$ cat src/cst_pkg.sv
// shared types, constants and crc helpers for the character stream tokenizer
package cst_pkg;

  localparam int COLUMN_BITS = 16;
  localparam int TOKCOL_BITS = 16;
  localparam int QUEUE_DEPTH = 4;
  localparam int QPTR_BITS   = $clog2(QUEUE_DEPTH);
  localparam int QCNT_BITS   = $clog2(QUEUE_DEPTH + 1);

  localparam logic [31:0] KW_SUB   = 32'h580282dc;
  localparam logic [31:0] KW_END   = 32'h00fc33b1;
  localparam logic [31:0] CRC_INIT = 32'hffffffff;

  localparam logic [7:0] CH_NEWLINE = 8'h0a;
  localparam logic [7:0] CH_SPACE   = 8'h20;
  localparam logic [7:0] CH_DOT     = 8'h2e;

  typedef enum logic [2:0] {
    CC_NEWLINE,
    CC_SPACE,
    CC_DOT,
    CC_DIGIT,
    CC_ALPHA,
    CC_OTHER
  } char_class_t;

  typedef enum logic [2:0] {
    LX_START = 3'd0,
    LX_DOT   = 3'd1,
    LX_INT   = 3'd2,
    LX_FRAC  = 3'd3,
    LX_NAME  = 3'd4,
    LX_DONE  = 3'd5
  } lex_state_t;

  typedef enum logic [2:0] {
    TC_SINGLE = 3'd0,
    TC_NUMBER = 3'd1,
    TC_NAME   = 3'd2,
    TC_KW_SUB = 3'd3,
    TC_KW_END = 3'd4
  } token_class_t;

  typedef struct packed {
    logic [7:0]  character;
    char_class_t cclass;
  } queue_entry_t;

  // nibble table of the reflected crc-32 polynomial
  function automatic logic [31:0] nib_lookup(input logic [3:0] idx);
    logic [31:0] v;
    case (idx)
      4'h0: v = 32'h00000000;
      4'h1: v = 32'h1db71064;
      4'h2: v = 32'h3b6e20c8;
      4'h3: v = 32'h26d930ac;
      4'h4: v = 32'h76dc4190;
      4'h5: v = 32'h6b6b51f4;
      4'h6: v = 32'h4db26158;
      4'h7: v = 32'h5005713c;
      4'h8: v = 32'hedb88320;
      4'h9: v = 32'hf00f9344;
      4'ha: v = 32'hd6d6a3e8;
      4'hb: v = 32'hcb61b38c;
      4'hc: v = 32'h9b64c2b0;
      4'hd: v = 32'h86d3d2d4;
      4'he: v = 32'ha00ae278;
      default: v = 32'hbdbdf21c;
    endcase
    return v;
  endfunction

  // one character into the crc, low nibble first
  function automatic logic [31:0] crc_step(input logic [31:0] crc, input logic [7:0] ch);
    logic [31:0] t;
    t = nib_lookup(crc[3:0] ^ ch[3:0]) ^ (crc >> 4);
    t = nib_lookup(t[3:0] ^ ch[7:4]) ^ (t >> 4);
    return t;
  endfunction

endpackage

$ cat src/cst_front.sv
// front end: takes characters, classifies them and pushes them into the queue
module cst_front (
  input  logic                 in_valid,
  output logic                 in_stall,
  input  logic [7:0]           character,
  input  logic                 q_full,
  output logic                 q_push,
  output cst_pkg::queue_entry_t q_wdata
);
  import cst_pkg::*;

  char_class_t cc;

  always_comb begin
    if (character == CH_NEWLINE) begin
      cc = CC_NEWLINE;
    end else if (character <= CH_SPACE) begin
      cc = CC_SPACE;
    end else if (character == CH_DOT) begin
      cc = CC_DOT;
    end else if (character >= 8'h30 && character <= 8'h39) begin
      cc = CC_DIGIT;
    end else if ((character >= 8'h61 && character <= 8'h7a) ||
                 (character >= 8'h41 && character <= 8'h5a) ||
                 (character == 8'h5f)) begin
      cc = CC_ALPHA;
    end else begin
      cc = CC_OTHER;
    end
  end

  assign in_stall          = q_full;
  assign q_push            = in_valid && !q_full;
  assign q_wdata.character = character;
  assign q_wdata.cclass    = cc;

endmodule

$ cat src/cst_queue.sv
// short queue of classified characters between front and back
module cst_queue (
  input  logic                  clk,
  input  logic                  rst,
  input  logic                  push,
  input  cst_pkg::queue_entry_t wdata,
  input  logic                  pop,
  output cst_pkg::queue_entry_t rdata,
  output logic                  full,
  output logic                  empty
);
  import cst_pkg::*;

  queue_entry_t             mem [QUEUE_DEPTH];
  logic [QPTR_BITS-1:0]     wptr;
  logic [QPTR_BITS-1:0]     rptr;
  logic [QCNT_BITS-1:0]     count;

  assign full  = (count == QCNT_BITS'(QUEUE_DEPTH));
  assign empty = (count == '0);
  assign rdata = mem[rptr];

  always_ff @(posedge clk) begin
    if (rst) begin
      wptr  <= '0;
      rptr  <= '0;
      count <= '0;
    end else begin
      if (push) begin
        wptr <= wptr + 1'b1;
      end
      if (pop) begin
        rptr <= rptr + 1'b1;
      end
      if (push && !pop) begin
        count <= count + 1'b1;
      end else if (pop && !push) begin
        count <= count - 1'b1;
      end
    end
  end

  always_ff @(posedge clk) begin
    if (push) begin
      mem[wptr] <= wdata;
    end
  end

endmodule

$ cat src/cst_back.sv
// back end: lexer state machine, column tracking, name crc and result register
module cst_back (
  input  logic                  clk,
  input  logic                  rst,
  input  cst_pkg::queue_entry_t q_rdata,
  input  logic                  q_empty,
  output logic                  q_pop,
  output logic                  out_valid,
  input  logic                  out_stall,
  output logic                  consumed,
  output logic                  token_done,
  output logic [2:0]            token_class,
  output logic [7:0]            token_char,
  output logic [15:0]           token_column,
  output logic [31:0]           name_hash
);
  import cst_pkg::*;

  lex_state_t             state;
  lex_state_t             state_next;
  lex_state_t             eff_state;
  logic [COLUMN_BITS-1:0] column;
  logic [COLUMN_BITS-1:0] column_next;
  logic [COLUMN_BITS-1:0] start_column;
  logic [COLUMN_BITS-1:0] start_column_next;
  logic [31:0]            running_crc;
  logic [31:0]            running_crc_next;
  logic [31:0]            crc_fin;
  logic [7:0]             ch;
  char_class_t            cc;
  logic                   used;
  logic                   done;
  token_class_t           cls;
  logic [7:0]             tch;
  logic [31:0]            hash;
  logic [TOKCOL_BITS-1:0] start_col16;

  assign ch        = q_rdata.character;
  assign cc        = q_rdata.cclass;
  assign q_pop     = !q_empty && (!out_valid || !out_stall);
  assign eff_state = (state == LX_DONE) ? LX_START : state;
  assign crc_fin   = ~running_crc;

  // next state
  always_comb begin
    state_next = eff_state;
    unique case (eff_state)
      LX_START: begin
        unique case (cc)
          CC_NEWLINE, CC_OTHER: state_next = LX_DONE;
          CC_SPACE:             state_next = LX_START;
          CC_DOT:               state_next = LX_DOT;
          CC_DIGIT:             state_next = LX_INT;
          CC_ALPHA:             state_next = LX_NAME;
          default:              state_next = LX_DONE;
        endcase
      end
      LX_DOT: begin
        state_next = (cc == CC_DIGIT) ? LX_FRAC : LX_DONE;
      end
      LX_INT: begin
        if (cc == CC_DIGIT) begin
          state_next = LX_INT;
        end else if (cc == CC_DOT) begin
          state_next = LX_FRAC;
        end else begin
          state_next = LX_DONE;
        end
      end
      LX_FRAC: begin
        state_next = (cc == CC_DIGIT) ? LX_FRAC : LX_DONE;
      end
      LX_NAME: begin
        state_next = (cc == CC_ALPHA || cc == CC_DIGIT) ? LX_NAME : LX_DONE;
      end
      default: state_next = LX_START;
    endcase
  end

  // outputs and datapath updates
  always_comb begin
    used              = 1'b0;
    done              = 1'b0;
    cls               = TC_SINGLE;
    tch               = '0;
    hash              = '0;
    start_column_next = start_column;
    running_crc_next  = running_crc;
    unique case (eff_state)
      LX_START: begin
        used = 1'b1;
        if (cc != CC_SPACE) begin
          start_column_next = column;
        end
        if (cc == CC_NEWLINE || cc == CC_OTHER) begin
          done = 1'b1;
          tch  = ch;
        end
        if (cc == CC_ALPHA) begin
          running_crc_next = crc_step(CRC_INIT, ch);
        end
      end
      LX_DOT: begin
        if (cc == CC_DIGIT) begin
          used = 1'b1;
        end else begin
          done = 1'b1;
          tch  = CH_DOT;
        end
      end
      LX_INT: begin
        if (cc == CC_DIGIT || cc == CC_DOT) begin
          used = 1'b1;
        end else begin
          done = 1'b1;
          cls  = TC_NUMBER;
        end
      end
      LX_FRAC: begin
        if (cc == CC_DIGIT) begin
          used = 1'b1;
        end else begin
          done = 1'b1;
          cls  = TC_NUMBER;
        end
      end
      LX_NAME: begin
        if (cc == CC_ALPHA || cc == CC_DIGIT) begin
          used             = 1'b1;
          running_crc_next = crc_step(running_crc, ch);
        end else begin
          done             = 1'b1;
          running_crc_next = crc_fin;
          hash             = crc_fin;
          if (crc_fin == KW_SUB) begin
            cls = TC_KW_SUB;
          end else if (crc_fin == KW_END) begin
            cls = TC_KW_END;
          end else begin
            cls = TC_NAME;
          end
        end
      end
      default: begin
        used = 1'b0;
      end
    endcase
  end

  // column advance, saturating
  always_comb begin
    column_next = column;
    if (used) begin
      if (cc == CC_NEWLINE) begin
        column_next = COLUMN_BITS'(1);
      end else if (column != '1) begin
        column_next = column + 1'b1;
      end
    end
  end

  generate
    if (COLUMN_BITS >= TOKCOL_BITS) begin : g_col_trunc
      assign start_col16 = start_column_next[TOKCOL_BITS-1:0];
    end else begin : g_col_ext
      assign start_col16 = TOKCOL_BITS'(start_column_next);
    end
  endgenerate

  always_ff @(posedge clk) begin
    if (rst) begin
      state        <= LX_START;
      column       <= COLUMN_BITS'(1);
      start_column <= COLUMN_BITS'(1);
      running_crc  <= '0;
      out_valid    <= 1'b0;
    end else begin
      if (q_pop) begin
        state        <= state_next;
        column       <= column_next;
        start_column <= start_column_next;
        running_crc  <= running_crc_next;
        out_valid    <= 1'b1;
      end else if (!out_stall) begin
        out_valid    <= 1'b0;
      end
    end
  end

  always_ff @(posedge clk) begin
    if (q_pop) begin
      consumed     <= used;
      token_done   <= done;
      token_class  <= done ? cls : TC_SINGLE;
      token_char   <= done ? tch : 8'h00;
      token_column <= done ? start_col16 : '0;
      name_hash    <= done ? hash : 32'h0;
    end
  end

endmodule

$ cat src/char_stream_tokenizer_top.sv
// top level of the character stream tokenizer
//
//   channel | direction | handshake              | payload
//   --------+-----------+------------------------+------------------------------------
//   input   | in        | in_valid / in_stall    | character
//   output  | out       | out_valid / out_stall  | consumed, token_done, token_class,
//           |           |                        | token_char, token_column, name_hash
//
// one character per cycle sustained while out_stall stays low; every accepted item gives
//   exactly one result item; an item is written into the queue, then the lexer step puts
//   its result into the result register; the lexer state, column and crc update once per item
// rst is synchronous and clears the queue, the lexer state, the column counters and crc
// a stalled output holds the result register; the queue keeps taking items until it is
//   full, and in_stall is raised only by a full queue
module char_stream_tokenizer_top (
  input  logic        clk,
  input  logic        rst,
  input  logic        in_valid,
  output logic        in_stall,
  input  logic [7:0]  character,
  output logic        out_valid,
  input  logic        out_stall,
  output logic        consumed,
  output logic        token_done,
  output logic [2:0]  token_class,
  output logic [7:0]  token_char,
  output logic [15:0] token_column,
  output logic [31:0] name_hash
);
  import cst_pkg::*;

  // queue handshake between front and back
  queue_entry_t q_wdata;
  queue_entry_t q_rdata;
  logic         q_push;
  logic         q_pop;
  logic         q_full;
  logic         q_empty;

  // front: classify each character and push it
  cst_front u_front (
    .in_valid  (in_valid),
    .in_stall  (in_stall),
    .character (character),
    .q_full    (q_full),
    .q_push    (q_push),
    .q_wdata   (q_wdata)
  );

  // short queue decoupling the two halves
  cst_queue u_queue (
    .clk   (clk),
    .rst   (rst),
    .push  (q_push),
    .wdata (q_wdata),
    .pop   (q_pop),
    .rdata (q_rdata),
    .full  (q_full),
    .empty (q_empty)
  );

  // back: lexer step and result register
  cst_back u_back (
    .clk          (clk),
    .rst          (rst),
    .q_rdata      (q_rdata),
    .q_empty      (q_empty),
    .q_pop        (q_pop),
    .out_valid    (out_valid),
    .out_stall    (out_stall),
    .consumed     (consumed),
    .token_done   (token_done),
    .token_class  (token_class),
    .token_char   (token_char),
    .token_column (token_column),
    .name_hash    (name_hash)
  );

endmodule

$ cat config.mk
export PLATFORM = sky130hd
export DESIGN_NAME = char_stream_tokenizer_top
export DESIGN_NICKNAME = d
export VERILOG_FILES = /design/src/cst_pkg.sv /design/src/cst_front.sv /design/src/cst_queue.sv /design/src/cst_back.sv /design/src/char_stream_tokenizer_top.sv
export SDC_FILE = /design/constraint.sdc
export NUM_CORES = 1
export LEC_CHECK = 0
export BUFFER_PORTS_ARGS = -buffer_cell sky130_fd_sc_hd__buf_2
export CORE_ASPECT_RATIO = 1.4
export CORE_MARGIN = 8
export CORE_UTILIZATION = 65
export CTS_BUF_LIST = sky130_fd_sc_hd__clkbuf_16
export CTS_CLUSTER_SIZE = 16
export DETAILED_ROUTE_END_ITERATION = 12
export PLACE_DENSITY = 0.91
export REMOVE_ABC_BUFFERS = 1
export SYNTH_ARGS = -nofsm -noshare
export SYNTH_HDL_FRONTEND = slang
export SYNTH_HIERARCHICAL = 1
export SYNTH_SLANG_ARGS = --single-unit
$ cat constraint.sdc
create_clock -name clk -period 7.1 [get_ports clk]
set_input_delay 1.42 -clock clk [delete_from_list [all_inputs] [get_ports clk]]
set_output_delay 1.42 -clock clk [all_outputs]
set_load 0.01 [all_outputs]
==> results.md <==
* Status: finished clean
* Unrepaired setup endpoints after global routing: false
* Register Area at 0.00469 mm^2
* DRC viols at 0
* Mux share of post-synthesis cell area at 4.79%
* Number of fill cells at 997
* Post_cts resized at 0
* Synth Cell Area at 0.00942 mm^2
* CTS Hold Buffers Added at 0
* Hold slack at 0.456 ns
* CTS HTree Levels at 4
* Post-synth EDFFs at 105
* Final period util at 59.3%
* Diode count at 0
* Hold Path Class: reg -> reg
* Initial antenna violation count at 0
* Ys flop type: edfxtp_1
* Area of the core at 0.0143 mm^2
* Gpl congestion at 0.991
* Die area at 0.0187 mm^2
* Syn. warnings at 6
* Syn Area/Cell at 10.7 um^2
* Largest net degree at the start of global routing at 58
* Final setup fails at 0
* Multi-input gate area in the final layout at 0.00437 mm^2
* Total number of vias at 7030
* Num rows at 52
* Highest-count cells in the layout ignoring fill and taps: nor2_1 (108), edfxtp_1 (105), nand2_1 (80)
* Startpoint Class: flip-flop
* Synth-to-Final Area Change at 10.4%
* Async set-reset flop share out of synthesis at 0%
* Total congestion overflow at 0
* Slew margin rel. at 28.4%
* CTS tree: yes
* CTS Sinks at 182
* All-Layer GR Usage at 26.0%
* Gate Count Post-Synth at 881
* Placed wire-length estimate at 16.2 mm
* Die X at 118 um
* Io pins at 75
* Commonest non-fill, non-tap cell in the layout: nor2_1
* Port buffer count at 74
* Layout Nets at 956
* Leading area contributor after synthesis: edfxtp_1
* Post-Layout Cell Count at 1128
* Setup TNS Final at 0 ns
* Slew @ Worst Pin at 1.07 ns
* Share of layout cells above drive strength 1 at 16.9%
* Combinational family with the most area after synthesis: simple AND/OR/NAND/NOR gates
* Postcts setup bufs at 0
* Synth unique cells at 77
* WL per Instance at 21.2 um
* Initial DRC count at 817
* Vias per std cell at 6.23
* Synth Area in XOR/XNOR at 12.9%
* WP data required at 7.37 ns
* Top cell type's share of synthesized area at 33.5%
* Final ANT Viol Nets at 0
* Vias in the first global route at 6960
* Slew Viols, Final at 0
* Setup Skew at 0.00986 ns
* Post-synthesis simple-gate area fraction at 15.1%
* Die height at 158 um
* CP endpoint kind: flip-flop
* Area share of fa/ha/maj cells after synthesis at 2.47%
* CTS max path bufs at 2
* Critical Path AT at 4.48 ns
* Sequential share of the synthesized area at 49.8%
* Largest cells by area after synthesis: edfxtp_1 (33%), dfxtp_1 (16%), xnor2_1 (6.2%)
* Num CTS Buffers at 17
* # placed instances at 1096
* First-pass GRT wire length at 37.8 mm
* Max Clk Rate at 238 MHz
* Synth Area in Compound Gates at 11.1%
* Final Util at 72.7%
* Root Buffer: clkbuf_16
* Clock-pin slew on the worst setup and hold paths at 0.07 ns
* Final WL at 23.9 mm
* Max-cap violation count at 0
* Crit path max fanout at 17
* Initial DRT Pass Iterations at 7
* Final hold violation count at 0
* Post-layout minimum cycle time at 4.21 ns
* Critical path type: reg -> reg
* Flops & latches, synth at 182
* Clock Latency Late Sink at 0.42 ns
* Starting Density at 65.8%
[synthesized netlist by cell type, types with 7 or more instances]
cell type,count
nor2b_1,7
xnor2_1,67
inv_1,19
o21ai_0,21
a211oi_1,7
and2_1,14
o22ai_1,10
nor2_1,108
ha_1,17
nor3_1,13
clkbuf_1,26
mux2i_1,20
nor4_1,7
edfxtp_1,105
xnor2_2,13
nand3_1,16
nand2_1,80
a21oi_1,62
xor2_1,27
dfxtp_1,77
mux4_2,10
buf_2,17
o21ai_1,15
buf_4,10
[layout make-up]
type	instances	area share, %
timing repair buffer	82	4.14
inverter	21	0.758
sequential	182	45.1
clock buffer	18	4.33
clock inverter	14	1.35
tap	189	2.27
multi-input combinational	622	42.0
[worst max-delay path, cell delays in order, from the launching register on]
cell and delay [ns]:
dfxtp_1 0.81, mux4_1 0.98, nor3b_1 0.31, or3_1 0.36, and2_1 0.33, ha_1 0.46, inv_1 0.10, mux2i_1 0.25
nor2_1 0.07, nor4_1 0.30, a211oi_1 0.09
[registers in the layout, summed over array words and instances (netlist names), 3 cells and up, named ones only]
| register | count |
|---|---|
| u_back/column | 16 |
| u_back/start_column | 16 |
| u_back/token_class | 3 |
| u_queue/mem | 44 |
| u_back/running_crc | 32 |
| u_back/state | 3 |
| u_back/token_char | 8 |
| u_queue/count | 3 |
| u_back/token_column | 16 |
| u_back/name_hash | 32 |
[layer usage]
| metal | track usage (%) | wire length (um) |
|---|---|---|
| met1 | 27.6 | 8360 |
| met2 | 47.2 | 12600 |
| met3 | 5.00 | 1590 |
| met4 | 16.2 | 1280 |
| met5 | 0 | 0 |
[cell families after synthesis]
| kind of cell | after synthesis |
|---|---|
| compound gates | 165 |
| xor+xnor | 114 |
| fa+ha+maj | 18 |
| buf+inv | 77 |
| flops | 182 |
| mux | 31 |
| simple gates | 294 |
[final timing paths]
kind                           from                      to  slack (ns)  cells after the start
min          u_back/start_column[2]  u_back/start_column[2]        0.46                      2
max                       flip-flop  u_back/running_crc[29]        2.89                     10
min reg2reg  u_back/start_column[2]  u_back/start_column[2]        0.46                      2
max reg2reg               flip-flop  u_back/running_crc[29]        2.89                     10
[stage by stage]
| step | setup WS [ns] | instance area [um^2] |
|---|---|---|
| floorplan | 2.61 | 9140 |
| global placement | 2.75 | 9810 |
| detailed placement | 2.65 | 9810 |
| CTS | 2.89 | 10400 |
| global route | 2.67 | 10400 |
| finish | 2.89 | 10400 |
Power is left out: the tool's default activity adds up to more than one toggle a clock period on the data nets, which glitch-free logic cannot reach.
